$ cat src/rtl/core/mstx_pkg.sv
// shared types and constants for the manchester stuffed frame transmitter
package mstx_pkg;

  // line cell kinds as reported on the output word
  typedef enum logic [2:0] {
    KIND_PREAMBLE = 3'd0,
    KIND_FLAG     = 3'd1,
    KIND_PAYLOAD  = 3'd2,
    KIND_STUFF    = 3'd3,
    KIND_CHECK    = 3'd4
  } cell_kind_t;

  localparam logic [7:0]  FlagByte  = 8'h7e;
  localparam logic [15:0] CrcPoly   = 16'h1021;
  localparam logic [15:0] SeedReset = 16'hffff;
  localparam logic [2:0]  StuffRun  = 3'd5;

  // counter width covers the 16 check bits plus a sentinel
  localparam int CntW = 5;
  localparam logic [CntW-1:0] PreLastCnt   = CntW'(15);
  localparam logic [CntW-1:0] FlagLastCnt  = CntW'(7);
  localparam logic [CntW-1:0] DataLastCnt  = CntW'(7);
  localparam logic [CntW-1:0] DataDoneCnt  = CntW'(8);
  localparam logic [CntW-1:0] CheckLastCnt = CntW'(15);
  localparam logic [CntW-1:0] CheckDoneCnt = CntW'(16);

  // controller to datapath commands
  typedef struct packed {
    logic       load;        // capture a new payload byte
    logic       start;       // open a frame: reload crc, clear ones run
    logic       emit;        // write one cell into the output register
    cell_kind_t kind;
    logic       ctl_bit;     // cell value for preamble and flag cells
    logic       shift_data;  // payload bit sent: shift byte, update crc
    logic       shift_check; // check bit sent: shift crc
    logic       close;       // frame closed: clear ones run
    logic       run_end;
    logic       frame_end;
  } dp_cmd_t;

  // datapath to controller status
  typedef struct packed {
    logic out_free;
    logic stuff_due;
    logic ones_four;
    logic data_one;
    logic check_one;
  } dp_status_t;

endpackage

$ cat src/rtl/core/mstx_byte_if.sv
// byte input channel
interface mstx_byte_if;
  logic       valid;
  logic       ready;
  logic [7:0] data_byte;
  logic       last_byte;

  modport source (output valid, output data_byte, output last_byte, input ready);
  modport sink   (input valid, input data_byte, input last_byte, output ready);
endinterface

$ cat src/rtl/core/mstx_cell_if.sv
// bit cell output channel
interface mstx_cell_if;
  logic       valid;
  logic       ready;
  logic       first_half_high;
  logic       second_half_high;
  logic [2:0] cell_kind;
  logic       run_end;
  logic       frame_end;

  modport source (output valid, output first_half_high, output second_half_high,
                  output cell_kind, output run_end, output frame_end, input ready);
  modport sink   (input valid, input first_half_high, input second_half_high,
                  input cell_kind, input run_end, input frame_end, output ready);
endinterface

$ cat src/rtl/core/mstx_dp.sv
// datapath: byte shifter, bitwise crc, stuffing run counter, output register
module mstx_dp (
  input  logic                 clk,
  input  logic                 rst,
  input  mstx_pkg::dp_cmd_t    cmd,
  output mstx_pkg::dp_status_t status,
  input  logic [7:0]           data_byte,
  input  logic                 seed_we,
  input  logic [15:0]          seed_data,
  output logic                 out_valid,
  input  logic                 out_ready,
  output logic                 first_half_high,
  output logic                 second_half_high,
  output logic [2:0]           cell_kind,
  output logic                 run_end,
  output logic                 frame_end
);

  logic [15:0] seed;
  logic [15:0] crc;
  logic [15:0] crc_next;
  logic [7:0]  sh;
  logic [2:0]  ones_run;
  logic        cell_bit;
  logic        fb;

  // value of the cell being emitted
  always_comb begin
    case (cmd.kind)
      mstx_pkg::KIND_PAYLOAD: cell_bit = sh[7];
      mstx_pkg::KIND_CHECK:   cell_bit = crc[15];
      mstx_pkg::KIND_STUFF:   cell_bit = 1'b0;
      default:                cell_bit = cmd.ctl_bit;
    endcase
  end

  // one step of the msb-first crc per payload bit
  assign fb       = crc[15] ^ sh[7];
  assign crc_next = {crc[14:0], 1'b0} ^ (fb ? mstx_pkg::CrcPoly : 16'h0000);

  // seed register
  always_ff @(posedge clk) begin
    if (rst) begin
      seed <= mstx_pkg::SeedReset;
    end else if (seed_we) begin
      seed <= seed_data;
    end
  end

  // byte shifter and crc
  always_ff @(posedge clk) begin
    if (rst) begin
      crc <= mstx_pkg::SeedReset;
    end else begin
      if (cmd.load) begin
        sh <= data_byte;
      end else if (cmd.shift_data) begin
        sh <= {sh[6:0], 1'b0};
      end
      if (cmd.start) begin
        crc <= seed;
      end else if (cmd.shift_data) begin
        crc <= crc_next;
      end else if (cmd.shift_check) begin
        crc <= {crc[14:0], 1'b0};
      end
    end
  end

  // consecutive ones count for stuffing
  always_ff @(posedge clk) begin
    if (rst) begin
      ones_run <= 3'd0;
    end else if (cmd.start || cmd.close) begin
      ones_run <= 3'd0;
    end else if (cmd.emit && cmd.kind == mstx_pkg::KIND_STUFF) begin
      ones_run <= 3'd0;
    end else if (cmd.shift_data || cmd.shift_check) begin
      ones_run <= cell_bit ? ones_run + 3'd1 : 3'd0;
    end
  end

  // output register
  always_ff @(posedge clk) begin
    if (rst) begin
      out_valid <= 1'b0;
    end else if (cmd.emit) begin
      out_valid        <= 1'b1;
      first_half_high  <= ~cell_bit;
      second_half_high <= cell_bit;
      cell_kind        <= cmd.kind;
      run_end          <= cmd.run_end;
      frame_end        <= cmd.frame_end;
    end else if (out_ready) begin
      out_valid <= 1'b0;
    end
  end

  // status back to the controller
  assign status.out_free  = ~out_valid | out_ready;
  assign status.stuff_due = (ones_run == mstx_pkg::StuffRun);
  assign status.ones_four = (ones_run == mstx_pkg::StuffRun - 3'd1);
  assign status.data_one  = sh[7];
  assign status.check_one = crc[15];

endmodule

$ cat src/rtl/core/mstx_ctrl.sv
// controller: frame phase sequencing and cell counting
module mstx_ctrl (
  input  logic                 clk,
  input  logic                 rst,
  input  logic                 in_valid,
  output logic                 in_ready,
  input  logic                 last_byte,
  input  mstx_pkg::dp_status_t status,
  output mstx_pkg::dp_cmd_t    cmd
);

  typedef enum logic [2:0] {
    ST_IDLE,
    ST_PRE,
    ST_FLAG_OPEN,
    ST_DATA,
    ST_CHECK,
    ST_FLAG_CLOSE
  } state_t;

  state_t                      state;
  logic [mstx_pkg::CntW-1:0]   cnt;
  logic                        in_frame;
  logic                        last;
  logic                        done;

  assign in_ready = (state == ST_IDLE);

  // command decode
  always_comb begin
    cmd  = '0;
    done = 1'b0;
    unique case (state)
      ST_IDLE: begin
        cmd.load  = in_valid;
        cmd.start = in_valid & ~in_frame;
      end
      ST_PRE: begin
        cmd.emit    = status.out_free;
        cmd.kind    = mstx_pkg::KIND_PREAMBLE;
        cmd.ctl_bit = cnt[0];
        done        = (cnt == mstx_pkg::PreLastCnt);
      end
      ST_FLAG_OPEN, ST_FLAG_CLOSE: begin
        cmd.emit    = status.out_free;
        cmd.kind    = mstx_pkg::KIND_FLAG;
        cmd.ctl_bit = mstx_pkg::FlagByte[~cnt[2:0]];
        done        = (cnt == mstx_pkg::FlagLastCnt);
        if (state == ST_FLAG_CLOSE) begin
          cmd.run_end   = done;
          cmd.frame_end = done;
          cmd.close     = done & status.out_free;
        end
      end
      ST_DATA: begin
        cmd.emit = status.out_free;
        if (status.stuff_due) begin
          cmd.kind = mstx_pkg::KIND_STUFF;
          done     = (cnt == mstx_pkg::DataDoneCnt);
        end else begin
          cmd.kind       = mstx_pkg::KIND_PAYLOAD;
          cmd.shift_data = status.out_free;
          done           = (cnt == mstx_pkg::DataLastCnt) &
                           ~(status.data_one & status.ones_four);
        end
        cmd.run_end = done & ~last;
      end
      ST_CHECK: begin
        cmd.emit = status.out_free;
        if (status.stuff_due) begin
          cmd.kind = mstx_pkg::KIND_STUFF;
          done     = (cnt == mstx_pkg::CheckDoneCnt);
        end else begin
          cmd.kind        = mstx_pkg::KIND_CHECK;
          cmd.shift_check = status.out_free;
          done            = (cnt == mstx_pkg::CheckLastCnt) &
                            ~(status.check_one & status.ones_four);
        end
      end
      default: begin
        cmd = '0;
      end
    endcase
  end

  // state, counter and frame tracking
  always_ff @(posedge clk) begin
    if (rst) begin
      state    <= ST_IDLE;
      cnt      <= '0;
      in_frame <= 1'b0;
      last     <= 1'b0;
    end else begin
      unique case (state)
        ST_IDLE: begin
          if (in_valid) begin
            last     <= last_byte;
            cnt      <= '0;
            in_frame <= 1'b1;
            state    <= in_frame ? ST_DATA : ST_PRE;
          end
        end
        ST_PRE, ST_FLAG_OPEN: begin
          if (status.out_free) begin
            if (done) begin
              cnt   <= '0;
              state <= (state == ST_PRE) ? ST_FLAG_OPEN : ST_DATA;
            end else begin
              cnt <= cnt + 1'b1;
            end
          end
        end
        ST_DATA, ST_CHECK: begin
          if (status.out_free) begin
            if (done) begin
              cnt <= '0;
              if (state == ST_CHECK) begin
                state <= ST_FLAG_CLOSE;
              end else begin
                state <= last ? ST_CHECK : ST_IDLE;
              end
            end else if (!status.stuff_due) begin
              cnt <= cnt + 1'b1;
            end
          end
        end
        ST_FLAG_CLOSE: begin
          if (status.out_free) begin
            if (done) begin
              cnt      <= '0;
              in_frame <= 1'b0;
              state    <= ST_IDLE;
            end else begin
              cnt <= cnt + 1'b1;
            end
          end
        end
        default: begin
          state <= ST_IDLE;
        end
      endcase
    end
  end

endmodule

$ cat src/rtl/core/manchester_stuffed_frame_tx.sv
// top level of the manchester stuffed frame transmitter
//
//  channel   dir  handshake      payload
//  bytes     in   valid/ready    data_byte[7:0], last_byte
//  cells     out  valid/ready    first_half_high, second_half_high,
//                                cell_kind[2:0], run_end, frame_end
//  seed_*    in   write enable   seed_data[15:0] (crc seed, reset 0xffff)
//
// one bit cell per cycle from the controller into the output register unless
// the cells channel stalls; a byte is accepted in idle, then 8 to 10 payload
// cells go out; a frame's first byte adds 24 cells of preamble and flag, the
// last byte 16 to 20 check cells and 8 flag cells; bytes are handled one at a time
// a stalled cells channel freezes the sequencer with the cell held in place
// rst is synchronous: idle, no frame open, seed back to 0xffff
module manchester_stuffed_frame_tx (
  input  logic        clk,
  input  logic        rst,
  mstx_byte_if.sink   bytes,
  mstx_cell_if.source cells,
  input  logic        seed_we,
  input  logic [15:0] seed_data
);

  mstx_pkg::dp_cmd_t    cmd;
  mstx_pkg::dp_status_t status;

  // phase sequencer
  mstx_ctrl u_ctrl (
    .clk       (clk),
    .rst       (rst),
    .in_valid  (bytes.valid),
    .in_ready  (bytes.ready),
    .last_byte (bytes.last_byte),
    .status    (status),
    .cmd       (cmd)
  );

  // shifter, crc and output register
  mstx_dp u_dp (
    .clk              (clk),
    .rst              (rst),
    .cmd              (cmd),
    .status           (status),
    .data_byte        (bytes.data_byte),
    .seed_we          (seed_we),
    .seed_data        (seed_data),
    .out_valid        (cells.valid),
    .out_ready        (cells.ready),
    .first_half_high  (cells.first_half_high),
    .second_half_high (cells.second_half_high),
    .cell_kind        (cells.cell_kind),
    .run_end          (cells.run_end),
    .frame_end        (cells.frame_end)
  );

  // no cell is generated while a new word can be taken
  a_idle_no_emit: assert property (@(posedge clk) disable iff (rst)
    bytes.ready |-> !cmd.emit)
    else $error("cell emitted while input ready");

  // closing flag end always ends the run
  a_frame_end_run_end: assert property (@(posedge clk) disable iff (rst)
    cells.valid && cells.frame_end |-> cells.run_end)
    else $error("frame end without run end");

  // a stuffed cell is always a zero
  a_stuff_zero: assert property (@(posedge clk) disable iff (rst)
    cells.valid && cells.cell_kind == mstx_pkg::KIND_STUFF |->
      cells.first_half_high && !cells.second_half_high)
    else $error("stuffed cell is not a zero");

  // stuffing never lets six ones pass
  a_stuff_taken: assert property (@(posedge clk) disable iff (rst)
    status.stuff_due && cmd.emit |-> cmd.kind == mstx_pkg::KIND_STUFF)
    else $error("stuff cell skipped");

endmodule
$ cat src/flat_wrapper.sv
// flat-port wrapper written by rule: the top's interface ports become plain ports
module manchester_stuffed_frame_tx_flat 
  (clk, rst, seed_we, seed_data, bytes_valid, bytes_data_byte, bytes_last_byte, bytes_ready, cells_valid, cells_first_half_high, cells_second_half_high, cells_cell_kind, cells_run_end, cells_frame_end, cells_ready);
  mstx_byte_if bytes_i ();
  mstx_cell_if cells_i ();
  input  logic clk;
  input  logic rst;
  input  logic seed_we;
  input  logic [15:0] seed_data;
  input wire logic [$bits(bytes_i.valid)-1:0] bytes_valid;
  input wire logic [$bits(bytes_i.data_byte)-1:0] bytes_data_byte;
  input wire logic [$bits(bytes_i.last_byte)-1:0] bytes_last_byte;
  output wire logic [$bits(bytes_i.ready)-1:0] bytes_ready;
  output wire logic [$bits(cells_i.valid)-1:0] cells_valid;
  output wire logic [$bits(cells_i.first_half_high)-1:0] cells_first_half_high;
  output wire logic [$bits(cells_i.second_half_high)-1:0] cells_second_half_high;
  output wire logic [$bits(cells_i.cell_kind)-1:0] cells_cell_kind;
  output wire logic [$bits(cells_i.run_end)-1:0] cells_run_end;
  output wire logic [$bits(cells_i.frame_end)-1:0] cells_frame_end;
  input wire logic [$bits(cells_i.ready)-1:0] cells_ready;
  assign bytes_i.valid = bytes_valid;
  assign bytes_i.data_byte = bytes_data_byte;
  assign bytes_i.last_byte = bytes_last_byte;
  assign bytes_ready = bytes_i.ready;
  assign cells_valid = cells_i.valid;
  assign cells_first_half_high = cells_i.first_half_high;
  assign cells_second_half_high = cells_i.second_half_high;
  assign cells_cell_kind = cells_i.cell_kind;
  assign cells_run_end = cells_i.run_end;
  assign cells_frame_end = cells_i.frame_end;
  assign cells_i.ready = cells_ready;
  manchester_stuffed_frame_tx u_core (.clk(clk), .rst(rst), .bytes(bytes_i), .cells(cells_i), .seed_we(seed_we), .seed_data(seed_data));
endmodule
$ cat config.mk
export PLATFORM = sky130hd
export DESIGN_NAME = manchester_stuffed_frame_tx_flat
export DESIGN_NICKNAME = d
export VERILOG_FILES = /design/src/rtl/core/mstx_pkg.sv /design/src/rtl/core/mstx_byte_if.sv /design/src/rtl/core/mstx_cell_if.sv /design/src/rtl/core/mstx_dp.sv /design/src/rtl/core/mstx_ctrl.sv /design/src/rtl/core/manchester_stuffed_frame_tx.sv /design/src/flat_wrapper.sv
export SDC_FILE = /design/constraint.sdc
export NUM_CORES = 1
export LEC_CHECK = 0
export ABC_AREA = 1
export BUFFER_PORTS_ARGS = -buffer_cell sky130_fd_sc_hd__buf_2
export CAP_MARGIN = 20
export CORE_MARGIN = 3
export CORE_UTILIZATION = 53
export CTS_CLUSTER_SIZE = 25
export DETAILED_ROUTE_END_ITERATION = 7
export HOLD_SLACK_MARGIN = 0.02
export PLACE_DENSITY = 0.77
export SYNTH_ARGS = -nofsm -noshare
export SYNTH_HDL_FRONTEND = slang
export SYNTH_SLANG_ARGS = --single-unit
export TNS_END_PERCENT = 10
$ cat constraint.sdc
create_clock -name clk -period 2.6 [get_ports clk]
set_input_delay 0.13 -clock clk [delete_from_list [all_inputs] [get_ports clk]]
set_output_delay 0.13 -clock clk [all_outputs]
set_load 0.03 [all_outputs]
Yosys cells after proc, flatten, opt, wreduce, memory -nomap -nowiden:

Memory sizes are Yosys's and may differ from the RTL's.
Index checks and enable logic that the tools add are counted.

* add/sub/neg operators: 2
* order comparisons: 1
* equality and inequality tests: 23
* multiplexer cells: 49
* bitwise gates (word level): 18
* reduce and logical (&&, ||, !) cells: 21

Operator list (number)
* $mux 16: 3
* $mux 3: 12
* $mux 5: 6
* $mux 8: 2
* $pmux 4 s4: 1
* $xor 16x13->16: 1
* $eq 3x3->1 const B: 5
* $mux 1: 15
* $pmux 5 s3: 1
* $ne 2x2->1 const B: 7
* $mux 13: 1
* $eq 3x2->1 const B: 4
* $pmux 3 s4: 1
* $eq 5x4->1 const B: 2
* $reduce_and 2->1: 4
* $and 1x1->1: 7
* $not 1->1: 7
* $reduce_and 7->1: 1
* $pmux 1 s2: 3
* $reduce_bool 2->1: 3
* $reduce_bool 3->1: 2
* $reduce_or 2->1: 3
* $reduce_or 3->1: 2
* $add 5x1->5 const B: 1
* 18 further kinds: 20

* flip-flop bits (word level): 61
* bits in read-only memories: 8
* input port bits: 30
* memories kept: 1

Memories
* (no name shown): depth 8, width 1, read ports 1, clocked after Yosys merged registers in 0, write ports 0, RTL line mstx_ctrl.sv:47 `cmd.ctl_bit = mstx_pkg::FlagByte[~cnt[2:0]];`

Logic depth before layout (Yosys ltp):

* depth in word-level cells: 10
* gate-level depth with buffers: 14
* depth with buffers taken out: 14

Cells and area by module:

From an unflattened synthesis, not the netlist that was laid out.

* cell total of the unflattened synthesis: 410
* area, all modules: 3002.9 um^2

By module, submodules not included
* mstx_dp: times used 1, cells an instance 261, area each 2140.8 um^2, sequential area each 1171.1 um^2
* mstx_ctrl: times used 1, cells an instance 149, area each 862.1 um^2, sequential area each 200.2 um^2

Worst setup path after synthesis:

Ideal clock, no wire load.

* path type: reg2reg
* start point: reg u_core.u_ctrl.state[0]
* end point: reg u_core.u_dp.sh[0], enable pin
* setup time: 0.375 ns
* arrival: 1.894 ns
* required time: 2.225 ns
* path slack: 0.330 ns
* stages on the path, launching flop included: 6
* buffers on the path: 2
* clock period less this slack: 2.270 ns
* path through: dfxtp_1 -> buf_6 -> nor3_2 -> nand2_2 -> clkbuf_1 -> a21oi_1

* cells in the longest elaborated chain, start to end: 4
* elaborated cells on any way between the ends: 6
* those cells by class: eq/ne (1); mux (2); reduce/logical (3)

RTL lines
* start: declaration: RTL line mstx_ctrl.sv:21 `state_t state;`
* start signal: assignment: RTL line mstx_ctrl.sv:100 `state <= in_frame ? ST_DATA : ST_PRE;`
* start signal: assignment: RTL line mstx_ctrl.sv:107 `state <= (state == ST_PRE) ? ST_FLAG_OPEN : ST_DATA;`
* start signal: assignment: RTL line mstx_ctrl.sv:120 `state <= last ? ST_CHECK : ST_IDLE;`
* $logic_not 3->1
* net bytes_ready: RTL line flat_wrapper.sv:13 `output wire logic [$bits(bytes_i.ready)-1:0] bytes_ready;`
* $mux 2: RTL line mstx_ctrl.sv:33 `unique case (state)`
* $reduce_bool 2->1 (no line)
* $reduce_and 2->1 (no line)
* end signal: assignment: RTL line mstx_dp.sv:56 `sh <= data_byte;`
* end signal: assignment: RTL line mstx_dp.sv:58 `sh <= {sh[6:0], 1'b0};`
* end: declaration: RTL line mstx_dp.sv:22 `logic [7:0] sh;`

The timed path passes the listed nets, and every way through them passes these cells.
A chain may end at the register's enable or synchronous reset.

Worst setup path in the final report:

* start point: reg u_core.u_dp.ones_run[1]
* end point: reg u_core.u_dp.crc[0]

* cells in the longest elaborated chain, start to end: 5
* elaborated cells on any way between the ends: 7
* those cells by class: eq/ne (1); mux (5); reduce/logical (1)

RTL lines
* start: declaration: RTL line mstx_dp.sv:23 `logic [2:0] ones_run;`
* start signal: assignment: RTL line mstx_dp.sv:79 `ones_run <= cell_bit ? ones_run + 3'd1 : 3'd0;`
* $eq 3x3->1 *: RTL line mstx_dp.sv:101 `assign status.stuff_due = (ones_run == mstx_pkg::StuffRun);`
* $mux 1 *: RTL line mstx_ctrl.sv:57, mstx_ctrl.sv:70
* $mux 1: RTL line mstx_ctrl.sv:33
* $mux 16: RTL line mstx_dp.sv:62 `end else if (cmd.shift_data) begin`
* $mux 16: RTL line mstx_dp.sv:60 `if (cmd.start) begin`
* end signal: assignment: RTL line mstx_dp.sv:53 `crc <= mstx_pkg::SeedReset;`
* end signal: assignment: RTL line mstx_dp.sv:63 `crc <= crc_next;`
* end signal: assignment: RTL line mstx_dp.sv:65 `crc <= {crc[14:0], 1'b0};`
* end: declaration: RTL line mstx_dp.sv:20 `logic [15:0] crc;`

Every way passes the cells marked *; elsewhere a longest branch is shown, timed or not.

==> results.ini <==
[cts]
postCtsSetupBuffers = 0
cts_resized = 0
numCtsBuffers = 9
clock_sinks = 61
cts-root-buf = clkbuf_8
htreeDepth = 3
clockBufferDepth = 2
cts_tree = built
clkSlewWorstSetupHoldPaths_ns = 0.07
clock_latency_ns = 0.34
ctsHoldBuffers = 15

[worst_setup_path]
cp-startpoint = u_core.u_dp.ones_run[1]
critical_path_peak_fanout = 18
critPathCaptureType = flip-flop
r2r-start = u_core.u_dp.ones_run[1]
required_ns = 2.81
crit_type = flip-flop to flip-flop
rrSetupSlack_ns = 0.60
cp-start-kind = flip-flop
crit_arrival_ns = 2.21

[logic_synthesis]
yosys.area.top_type_share = 0.318
synth_common_cells = nand2_1 (128), dfxtp_1 (46), nand3_1 (32), inv_1 (29), nor2_1 (21)
synth_top_cell_by_area = dfxtp_1
yosys_warnings = 0
synthFlopType = dfxtp_1
synthCells = 373
netlist_area_sq_um = 2900
yosysMostFrequentCell = nand2_1
synth.distinct_cells = 34
async_reset_ff_frac = 0
ys_ff_latch = 61
syn_nets = 410
synth_edf_count = 15
syn_area_per_cell_sq_um = 7.77
ys_seq_area_frac = 0.473
synth_area_leaders = dfxtp_1 (32%), nand2_1 (17%), edfxtp_1 (16%)

[final_layout]
drive_gt1_frac = 0.189
final_nets = 465
diodes = 0
fin_area_sq_um = 3470
fillerInstances = 411
syn2layout_area_growth_pct = 19.7

[floorplan]
die_h_microns = 79.9
num_rows = 26
ios = 39
core_area_sq_um = 5200
die-area_sq_um = 6390
chipWidth_microns = 79.9
start_util = 0.557

[power]
vdd_drop_max_mv = 0.511
powerDensity_nw_per_um2 = 949
leakage_uw = 0.00162

[timing]
drv_slew = 0
skew_ns = 0.00619
hold_viol_final = 0
period_share = 0.768
finalSetupTns_ns = 0
min_period_ns = 2.00
tightest_slew_ns = 0.602
relSlewSlack = 0.596
fmax_mhz = 501
finalSetupViolations = 0
rsz0062_at_grt = false

[placement]
place_area_sq_um = 3140
portBuffers = 38
dp_hpwl_mm = 4.43
place.gp.congestion = 0.901

[routing]
antenna_left = 0
via_per_inst = 5.24
wl_mm = 6.43
drt_iter0_markers = 132
dr_total_vias = 2635
wire_per_inst_microns = 12.8
dr.pass1.iters = 5
drc = 0

[grt]
grt_max_degree = 23
antenna_found_initial = 0
grt_use_total = 0.219
grt_pass1_vias = 2515
grt_pass1_wl_mm = 11.0
grt-ovfl-total = 0

[status]
status = complete, no violations

[hold_path]
hold_start = seed_data[15]
hold_path_class = input port to flip-flop

[flow_run]
maxCapViolCount = 0

-- cell families (layout without fill, tap and decap cells) --
family | Yosys count | after routing | share of synthesized area
adders and majority gates | 7 | 7 | 0.0302
DFF | 61 | 61 | 0.473
xor gates and xnor gates | 4 | 4 | 0.0121
and+or+nand+nor | 216 | 216 | 0.341
AOI/OAI and AO/OA | 38 | 38 | 0.0782
buffers and inverters | 47 | 107 | 0.0652
-- per-stage QoR --
stage,setup WS (ns),instances,power [uW],hold WS (ns),util
floorplan,0.330,373,2270,0.252,-
global placement,0.748,472,2490,0.339,0.604
detailed placement,0.649,472,2530,0.343,0.604
CTS,0.630,503,3300,0.0316,0.667
global route,0.324,503,3530,0.0278,0.667
finish,0.603,503,3290,0.0344,0.667
-- path summary, 6_finish.rpt --
check / endpoint / cells after the start
worst max-delay path: u_core.u_dp.crc[0] / 10
worst min register to register: u_core.u_dp.crc[13] / 2
worst min-delay path: u_core.u_dp.seed[15] / 3
worst max register to register: u_core.u_dp.crc[0] / 10
-- worst max-delay path: stages (launching register included) --
cell      delay, ns
dfxtp_1        0.35
inv_1          0.07
ha_1           0.18
nand2_1        0.16
inv_1          0.13
nor2_1         0.21
nand2_2        0.13
inv_4          0.18
nor2_4         0.12
a221oi_1       0.26
nand2_1        0.07
-- report_power, final --
| group | leakage [uW] | internal [uW] | switching (uW) |
|---|---|---|---|
| clock | 0.0000965 | 394 | 361 |
| sequential | 0.000521 | 1240 | 158 |
| combinational | 0.00100 | 386 | 750 |
-- cells in the final DEF (no fill, tap or decap), drive strengths merged --
cell	count
nor2	26
dfxtp	46
inv	35
buf	41
xor2	4
edfxtp	15
o22ai	1
nand3	37
o211ai	1
clkbuf	12
clkinv	4
o21ai	12
nor3	2
nand2	134
nor3b	1
dlygate4sd3	15
or2	1
nand4	15
a211oi	1
o2111ai	3
a221oi	1
a21oi	19
ha	7
-- cell type report --
type                       instances  area, sq um  share of cell area
sequential                        61         1370               0.395
multi-input combinational        265         1340               0.386
timing repair buffer              56          363               0.105
clock buffer                      12          155              0.0447
inverter                          35          134              0.0386
tap                               70         87.6              0.0252
clock inverter                     4         21.3             0.00613
-- flip-flops by register name, indices dropped and copies added (netlist names) --
name                          cells
u_core.u_dp.out_valid             1
u_core.u_ctrl.in_frame            1
u_core.u_dp.sh                    8
u_core.u_dp.seed                 16
u_core.u_dp.run_end               1
u_core.u_ctrl.state               3
u_core.u_dp.crc                  16
u_core.u_dp.second_half_high      1
u_core.u_dp.cell_kind             3
u_core.u_ctrl.last                1
u_core.u_ctrl.cnt                 5
u_core.u_dp.first_half_high       1
u_core.u_dp.frame_end             1
u_core.u_dp.ones_run              3
-- routing by layer --
layer	wire length, microns	global-route usage
met1	2950	0.286
met3	343	0.0451
met4	171	0.117
met2	2960	0.339
met5	0	0
Note: power is estimated with default switching activity, not from simulation.
